$ cat src/s8h_pkg.sv
// Shared types and constants for the sum8 header frame receiver.
// Holds the header bytes, byte role and frame status codes, and the result record.
// Depends on nothing.
package s8h_pkg;

  localparam logic [7:0] HDR_FIRST  = 8'h55;
  localparam logic [7:0] HDR_SECOND = 8'hAA;

  localparam logic [15:0] MAX_PAYLOAD_RESET = 16'd121;

  localparam logic [2:0] ROLE_SKIP = 3'd0;
  localparam logic [2:0] ROLE_HDR  = 3'd1;
  localparam logic [2:0] ROLE_VER  = 3'd2;
  localparam logic [2:0] ROLE_CMD  = 3'd3;
  localparam logic [2:0] ROLE_LEN  = 3'd4;
  localparam logic [2:0] ROLE_DATA = 3'd5;
  localparam logic [2:0] ROLE_SUM  = 3'd6;

  localparam logic [1:0] ST_NONE    = 2'd0;
  localparam logic [1:0] ST_SUM_OK  = 2'd1;
  localparam logic [1:0] ST_SUM_BAD = 2'd2;
  localparam logic [1:0] ST_TOO_LONG = 2'd3;

  typedef struct packed {
    logic [2:0]  byte_role;
    logic [7:0]  payload_byte;
    logic [15:0] payload_index;
    logic        frame_end;
    logic [1:0]  frame_status;
    logic [7:0]  frame_version;
    logic [7:0]  frame_command;
    logic [15:0] frame_length;
  } result_t;

endpackage

$ cat src/s8h_parser.sv
// Frame parser: phase machine, running checksum and payload counter.
// Produces one result record per accepted byte; uses s8h_pkg.
// The state advances only at an accepted request.
module s8h_parser import s8h_pkg::*; (
  input  logic        clk_i,
  input  logic        rst_ni,
  input  logic        accept_i,
  input  logic [7:0]  rx_byte_i,
  input  logic        abort_i,
  input  logic [15:0] max_payload_i,
  output result_t     res_o
);

  localparam logic [2:0] PH_HUNT1 = 3'd0;
  localparam logic [2:0] PH_HUNT2 = 3'd1;
  localparam logic [2:0] PH_VER   = 3'd2;
  localparam logic [2:0] PH_CMD   = 3'd3;
  localparam logic [2:0] PH_LENH  = 3'd4;
  localparam logic [2:0] PH_LENL  = 3'd5;
  localparam logic [2:0] PH_DATA  = 3'd6;
  localparam logic [2:0] PH_SUM   = 3'd7;

  logic [2:0]  phase_q, phase_d;
  logic [7:0]  sum_q, sum_d;
  logic [15:0] length_q, length_d;
  logic [15:0] count_q, count_d;
  logic [7:0]  version_q, version_d;
  logic [7:0]  command_q, command_d;
  logic [15:0] count_inc;

  assign count_inc = count_q + 16'd1;

  always_comb begin
    phase_d   = phase_q;
    sum_d     = sum_q;
    length_d  = length_q;
    count_d   = count_q;
    version_d = version_q;
    command_d = command_q;
    res_o     = '0;
    if (abort_i) begin
      phase_d   = PH_HUNT1;
      sum_d     = '0;
      length_d  = '0;
      count_d   = '0;
      version_d = '0;
      command_d = '0;
    end else begin
      case (phase_q)
        PH_HUNT1: begin
          if (rx_byte_i == HDR_FIRST) begin
            res_o.byte_role = ROLE_HDR;
            sum_d           = rx_byte_i;
            phase_d         = PH_HUNT2;
          end
        end
        PH_HUNT2: begin
          if (rx_byte_i == HDR_SECOND) begin
            res_o.byte_role = ROLE_HDR;
            sum_d           = sum_q + rx_byte_i;
            phase_d         = PH_VER;
          end else if (rx_byte_i == HDR_FIRST) begin
            res_o.byte_role = ROLE_HDR;
            sum_d           = rx_byte_i;
          end else begin
            phase_d   = PH_HUNT1;
            sum_d     = '0;
            length_d  = '0;
            count_d   = '0;
            version_d = '0;
            command_d = '0;
          end
        end
        PH_VER: begin
          res_o.byte_role = ROLE_VER;
          version_d       = rx_byte_i;
          sum_d           = sum_q + rx_byte_i;
          phase_d         = PH_CMD;
        end
        PH_CMD: begin
          res_o.byte_role = ROLE_CMD;
          command_d       = rx_byte_i;
          sum_d           = sum_q + rx_byte_i;
          phase_d         = PH_LENH;
        end
        PH_LENH: begin
          res_o.byte_role = ROLE_LEN;
          length_d        = {rx_byte_i, 8'h00};
          sum_d           = sum_q + rx_byte_i;
          phase_d         = PH_LENL;
        end
        PH_LENL: begin
          res_o.byte_role = ROLE_LEN;
          length_d        = {length_q[15:8], rx_byte_i};
          sum_d           = sum_q + rx_byte_i;
          count_d         = '0;
          if ({length_q[15:8], rx_byte_i} > max_payload_i) begin
            res_o.frame_end    = 1'b1;
            res_o.frame_status = ST_TOO_LONG;
            phase_d            = PH_HUNT1;
          end else if ({length_q[15:8], rx_byte_i} == 16'd0) begin
            phase_d = PH_SUM;
          end else begin
            phase_d = PH_DATA;
          end
        end
        PH_DATA: begin
          res_o.byte_role     = ROLE_DATA;
          res_o.payload_byte  = rx_byte_i;
          res_o.payload_index = count_q;
          sum_d               = sum_q + rx_byte_i;
          count_d             = count_inc;
          if (count_inc >= length_q) begin
            phase_d = PH_SUM;
          end
        end
        PH_SUM: begin
          res_o.byte_role    = ROLE_SUM;
          res_o.frame_end    = 1'b1;
          res_o.frame_status = (sum_q == rx_byte_i) ? ST_SUM_OK : ST_SUM_BAD;
          phase_d            = PH_HUNT1;
        end
        default: begin
          phase_d = PH_HUNT1;
        end
      endcase
      if (res_o.frame_end) begin
        res_o.frame_version = version_d;
        res_o.frame_command = command_d;
        res_o.frame_length  = length_d;
        sum_d               = '0;
        count_d             = '0;
      end
    end
  end

  always_ff @(posedge clk_i or negedge rst_ni) begin
    if (!rst_ni) begin
      phase_q   <= PH_HUNT1;
      sum_q     <= '0;
      length_q  <= '0;
      count_q   <= '0;
      version_q <= '0;
      command_q <= '0;
    end else if (accept_i) begin
      phase_q   <= phase_d;
      sum_q     <= sum_d;
      length_q  <= length_d;
      count_q   <= count_d;
      version_q <= version_d;
      command_q <= command_d;
    end
  end

  // An accepted abort request leaves the parser hunting with a cleared sum.
  a_abort_clears: assert property (@(posedge clk_i) disable iff (!rst_ni)
    accept_i && abort_i |=> phase_q == PH_HUNT1 && sum_q == 8'd0)
    else $error("abort did not restart the hunt");

  // While payload bytes are expected, the count stays below the declared length.
  a_count_bound: assert property (@(posedge clk_i) disable iff (!rst_ni)
    phase_q == PH_DATA |-> count_q < length_q)
    else $error("payload count ran past the declared length");

  // A frame ends only on a length byte or on the checksum byte.
  a_end_role: assert property (@(posedge clk_i) disable iff (!rst_ni)
    res_o.frame_end |-> res_o.byte_role == ROLE_LEN || res_o.byte_role == ROLE_SUM)
    else $error("frame ended on an unexpected byte");

endmodule

$ cat src/s8h_out_buf.sv
// Output register with a skid stage for the result channel.
// Holds up to two result records so the input side keeps flowing; uses s8h_pkg.
module s8h_out_buf import s8h_pkg::*; (
  input  logic    clk_i,
  input  logic    rst_ni,
  input  logic    in_valid_i,
  output logic    in_stall_o,
  input  result_t in_res_i,
  output logic    out_valid_o,
  input  logic    out_stall_i,
  output result_t out_res_o
);

  logic    out_valid_q;
  logic    skid_valid_q;
  result_t out_res_q;
  result_t skid_res_q;
  logic    accept;
  logic    out_free;

  assign in_stall_o  = skid_valid_q;
  assign accept      = in_valid_i && !skid_valid_q;
  assign out_free    = !out_valid_q || !out_stall_i;
  assign out_valid_o = out_valid_q;
  assign out_res_o   = out_res_q;

  always_ff @(posedge clk_i or negedge rst_ni) begin
    if (!rst_ni) begin
      out_valid_q  <= 1'b0;
      skid_valid_q <= 1'b0;
    end else if (out_free) begin
      out_valid_q  <= skid_valid_q || accept;
      skid_valid_q <= 1'b0;
    end else if (accept) begin
      skid_valid_q <= 1'b1;
    end
  end

  always_ff @(posedge clk_i) begin
    if (out_free) begin
      if (skid_valid_q) begin
        out_res_q <= skid_res_q;
      end else if (accept) begin
        out_res_q <= in_res_i;
      end
    end else if (accept) begin
      skid_res_q <= in_res_i;
    end
  end

  // The skid stage is only occupied behind a waiting output register.
  a_skid_behind_out: assert property (@(posedge clk_i) disable iff (!rst_ni)
    skid_valid_q |-> out_valid_q)
    else $error("skid stage holds a result with an empty output register");

  // A request taken while the output waits lands in the skid stage.
  a_skid_fill: assert property (@(posedge clk_i) disable iff (!rst_ni)
    accept && out_valid_q && out_stall_i |=> skid_valid_q)
    else $error("request lost while the output was stalled");

endmodule

$ cat src/sum8_header_frame_receiver.sv
// Top level of the sum8 header frame receiver.
// Connects the configuration register, s8h_parser and s8h_out_buf; uses s8h_pkg.
//
// The receiver takes one serial byte per clock cycle while in_stall_o is low
// and returns one result per byte, registered in the output buffer. All parsing
// for a byte, including the 8-bit checksum add and the length compare, is
// combinational in the parser, whose state registers advance on each accepted
// request. Results pass through an output register backed by one skid entry, so
// the input keeps flowing while the consumer stalls and the skid entry is free;
// the input stalls only when both entries hold results. The max_payload
// register accepts a write in every cycle and resets to 121.
module sum8_header_frame_receiver import s8h_pkg::*; (
  input  logic        clk_i,
  input  logic        rst_ni,
  input  logic        cfg_valid_i,
  output logic        cfg_ready_o,
  input  logic [15:0] cfg_data_i,
  input  logic        in_valid_i,
  output logic        in_stall_o,
  input  logic [7:0]  rx_byte_i,
  input  logic        abort_i,
  output logic        out_valid_o,
  input  logic        out_stall_i,
  output logic [2:0]  byte_role_o,
  output logic [7:0]  payload_byte_o,
  output logic [15:0] payload_index_o,
  output logic        frame_end_o,
  output logic [1:0]  frame_status_o,
  output logic [7:0]  frame_version_o,
  output logic [7:0]  frame_command_o,
  output logic [15:0] frame_length_o
);

  logic [15:0] max_payload_q;
  logic        accept;
  result_t     parse_res;
  result_t     out_res;

  assign cfg_ready_o = 1'b1;

  always_ff @(posedge clk_i or negedge rst_ni) begin
    if (!rst_ni) begin
      max_payload_q <= MAX_PAYLOAD_RESET;
    end else if (cfg_valid_i) begin
      max_payload_q <= cfg_data_i;
    end
  end

  assign accept = in_valid_i && !in_stall_o;

  s8h_parser u_parser (
    .clk_i         (clk_i),
    .rst_ni        (rst_ni),
    .accept_i      (accept),
    .rx_byte_i     (rx_byte_i),
    .abort_i       (abort_i),
    .max_payload_i (max_payload_q),
    .res_o         (parse_res)
  );

  s8h_out_buf u_out_buf (
    .clk_i       (clk_i),
    .rst_ni      (rst_ni),
    .in_valid_i  (in_valid_i),
    .in_stall_o  (in_stall_o),
    .in_res_i    (parse_res),
    .out_valid_o (out_valid_o),
    .out_stall_i (out_stall_i),
    .out_res_o   (out_res)
  );

  assign byte_role_o     = out_res.byte_role;
  assign payload_byte_o  = out_res.payload_byte;
  assign payload_index_o = out_res.payload_index;
  assign frame_end_o     = out_res.frame_end;
  assign frame_status_o  = out_res.frame_status;
  assign frame_version_o = out_res.frame_version;
  assign frame_command_o = out_res.frame_command;
  assign frame_length_o  = out_res.frame_length;

endmodule

$ cat config.mk
export PLATFORM = sky130hd
export DESIGN_NAME = sum8_header_frame_receiver
export DESIGN_NICKNAME = d
export VERILOG_FILES = /design/src/s8h_pkg.sv /design/src/s8h_parser.sv /design/src/s8h_out_buf.sv /design/src/sum8_header_frame_receiver.sv
export SDC_FILE = /design/constraint.sdc
export NUM_CORES = 1
export LEC_CHECK = 0
export BUFFER_PORTS_ARGS = -buffer_cell sky130_fd_sc_hd__buf_2
export CELL_PAD_IN_SITES_DETAIL_PLACEMENT = 1
export CELL_PAD_IN_SITES_GLOBAL_PLACEMENT = 1
export CORE_MARGIN = 8
export CORE_UTILIZATION = 45
export DETAILED_ROUTE_END_ITERATION = 10
export MAX_ROUTING_LAYER = met4
export PLACE_DENSITY_LB_ADDON = 0.12
export SLEW_MARGIN = 25
export SYNTH_ARGS = -nofsm -noshare
export SYNTH_HDL_FRONTEND = slang
export SYNTH_SLANG_ARGS = --single-unit
$ cat constraint.sdc
create_clock -name clk_i -period 13.71 [get_ports clk_i]
set_clock_uncertainty 0.15 [all_clocks]
set_input_delay 2.0565 -clock clk_i [delete_from_list [all_inputs] [get_ports clk_i]]
set_output_delay 2.0565 -clock clk_i [all_outputs]
set_load 0.005 [all_outputs]
==> out/metrics.cfg <==
[place]
hpwl_microns=18500
dp_cells=1243
io_buffers=93
post_dp_cell_area_sq_mm=0.0107
place.gp.congestion=0.843

[clocking]
cts-buffers-inserted=23
cts_root_buf=clkbuf_16
cts.repair.resized=0
cts_tree=done
cts_setup_buffers=0
clkLatencyLatePin_ns=0.51
path_clk_slew_ns=0.07
clkSinkCount=201
h-tree-depth=1
postCtsHoldBufs=0
cts_buffer_depth=3

[sta]
drv_slew=0
fin_tns_setup_ns=0
hold_violations=0
fin_crit_ns=4.61
timing.final.crit_share_pct=33.6
rsz0062_at_grt=no
max_slew_margin_pct=32.6
worst_pin_slew_ns=1.00
fmax_mhz=217
setup_viol=0

[global_routing]
grt_max_degree=63
grt_pass1_wl_microns=44000
antenna_found_initial=0
grt_pass1_vias=7759
globalRouteOverflowTotal=0
grt_usage_pct=20.9

[outcome]
status=complete, no violations

[synth]
async_reset_ff_share_pct=38.3
yosysWarnings=0
ys_types=67
synth_area_sq_mm=0.0101
synth_nets=989
synth_enable_flop_cells=124
ys_seq_area_share_pct=56.2
ys_ff_latch=201
synthCells=918
avgSynthCellArea_sq_um=11.0
synth_ff_type=edfxtp_1

[critical_path]
worst_ep_required_time_ns=13.75
worst_setup_path_start_kind=input port
critPathKind=input port to register
cp_max_fo=16
end_kind=register
arrival_ns=4.65

[flow_run]
drv_cap=0

[cells_and_area]
drive_gt1_share_pct=18.2
fin_cells=1284
final_common_cell=edfxtp_1
areaGrowthSynthToFinish_pct=13.6
final_cell_area_sq_mm=0.0114
fill_cells=2427
n_antenna_cell=0
most-common-layout-cells=124 x edfxtp_1, 97 x nand2_1, 93 x nor2_1, 93 x buf_2, 72 x dfrtp_1
layout.nets=1059

[floorplan]
die_w_microns=166
die-area_sq_mm=0.0274
rows=54
core_sq_mm=0.0219
die_h_microns=166
ios=95
initial_utilization_pct=46.0

[power]
leakagePower_nw=4.65
power_mw=1.77
peakVddDrop_mv=0.100
power_density_mw_per_mm2=155

[detailed_routing]
ant_nets=0
routed_via_density=5.79
drc=0
wl_per_cell_microns=21.5
wl_microns=27600
first_pass_iters=5
drt_iter0_drc=454
vias=7434

[min_path]
hp-class=register to register

[synthesized netlist by cell type (8+ instances only)]
cell	count	area share [%]
nand4_1	13	0.81
ha_1	40	5.0
a31oi_1	9	0.56
xnor2_1	14	1.2
dfrtp_1	72	18
and3_1	22	1.4
or3_1	11	0.68
a21o_1	10	0.75
a22oi_1	19	1.4
edfxtp_1	124	37
nand2_1	97	3.6
o31ai_1	17	1.3
a22o_1	36	3.1
nor2_1	94	3.5
xor2_1	8	0.70
clkbuf_1	40	1.5
a21oi_1	33	1.6
a211oi_1	17	1.3
buf_2	9	0.45
o21ai_1	8	0.40
mux2_2	22	2.5
inv_1	43	1.6
o21ai_0	64	3.2
nand3_1	10	0.50
[flip-flops by register name (all words and copies together), names as in the netlist, 3 cells and up]
| name | flops |
|---|---|
| max_payload_q | 16 |
| u_out_buf.out_res_o | 62 |
| u_out_buf.skid_res_q | 62 |
| u_parser.command_q | 8 |
| u_parser.count_q | 16 |
| u_parser.length_q | 16 |
| u_parser.phase_q | 3 |
| u_parser.sum_q | 8 |
| u_parser.version_q | 8 |
[worst max-delay path, stage by stage]
cell       delay [ns]
buf_2            0.30
ha_1             0.31
a211o_1          0.26
a21oi_1          0.14
nor2_1           0.06
o31a_1           0.50
o2111ai_2        0.74
o21ai_0          0.27
[final timing paths]
path | depth (start not counted) | start | slack [ns] | end
max | 8 | rx_byte_i[5] | 9.10 | u_out_buf.out_res_o[0]$_DFFE_PP_
min | 2 | u_parser.sum_q[3]$_DFFE_PN0P_ | 0.35 | u_parser.sum_q[3]$_DFFE_PN0P_
max reg2reg | 12 | u_parser.count_q[0]$_DFFE_PN0P_ | 10.03 | u_parser.phase_q[0]$_DFFE_PN0P_
min reg2reg | 2 | u_parser.sum_q[3]$_DFFE_PN0P_ | 0.35 | u_parser.sum_q[3]$_DFFE_PN0P_
max in group asynchronous | 2 | rst_ni | 10.73 | u_parser.count_q[15]$_DFFE_PN0P_
min in group asynchronous | 1 | rst_ni | 1.53 | u_parser.sum_q[7]$_DFFE_PN0P_
[per-stage QoR]
| stage | util (%) | worst slack, ns | hold WS, ns |
|---|---|---|---|
| global placement | 49.0 | 8.70 | 0.323 |
| finish | 52.2 | 9.10 | 0.348 |
| floorplan | - | 7.91 | 0.303 |
| CTS | 52.2 | 9.09 | 0.343 |
| detailed placement | 49.0 | 8.57 | 0.329 |
| global route | 52.2 | 8.91 | 0.360 |
[metal layers]
layer	up-vias	routed length (microns)	GRT usage, %
met1	3724	12700	27.9
li1	3502	-	-
met4	0	559	5.40
met5	-	0	-
met2	172	13100	33.5
met3	36	1240	2.40
[area by class of cell]
| type | instances | area (sq um) | area share [%] |
|---|---|---|---|
| clock buffer | 32 | 629 | 5.51 |
| tap | 280 | 350 | 3.07 |
| sequential | 201 | 5660 | 49.5 |
| multi-input combinational | 613 | 4000 | 35.0 |
| timing repair buffer | 104 | 548 | 4.79 |
| clock inverter | 9 | 72.6 | 0.635 |
| inverter | 45 | 169 | 1.48 |
[power by group]
| part | switching (mW) | total, mW | internal, mW |
|---|---|---|---|
| Combinational | 0.280 | 0.433 | 0.153 |
| Sequential | 0.0523 | 0.757 | 0.705 |
| Clock | 0.241 | 0.580 | 0.338 |
[kinds of logic (layout without fill, tap and decap cells)]
logic type,after synthesis,after routing,synth area share (%)
AOI/OAI and AO/OA,249,249,17.4
xor gates and xnor gates,22,22,1.91
adders and majority gates,41,41,5.17
buffers and inverters,104,190,4.21
DFF,201,201,56.2
muxes,23,23,2.56
other,1,1,0.0373
and+or+nand+nor,277,277,12.5
(Power assumes the default switching activity.)
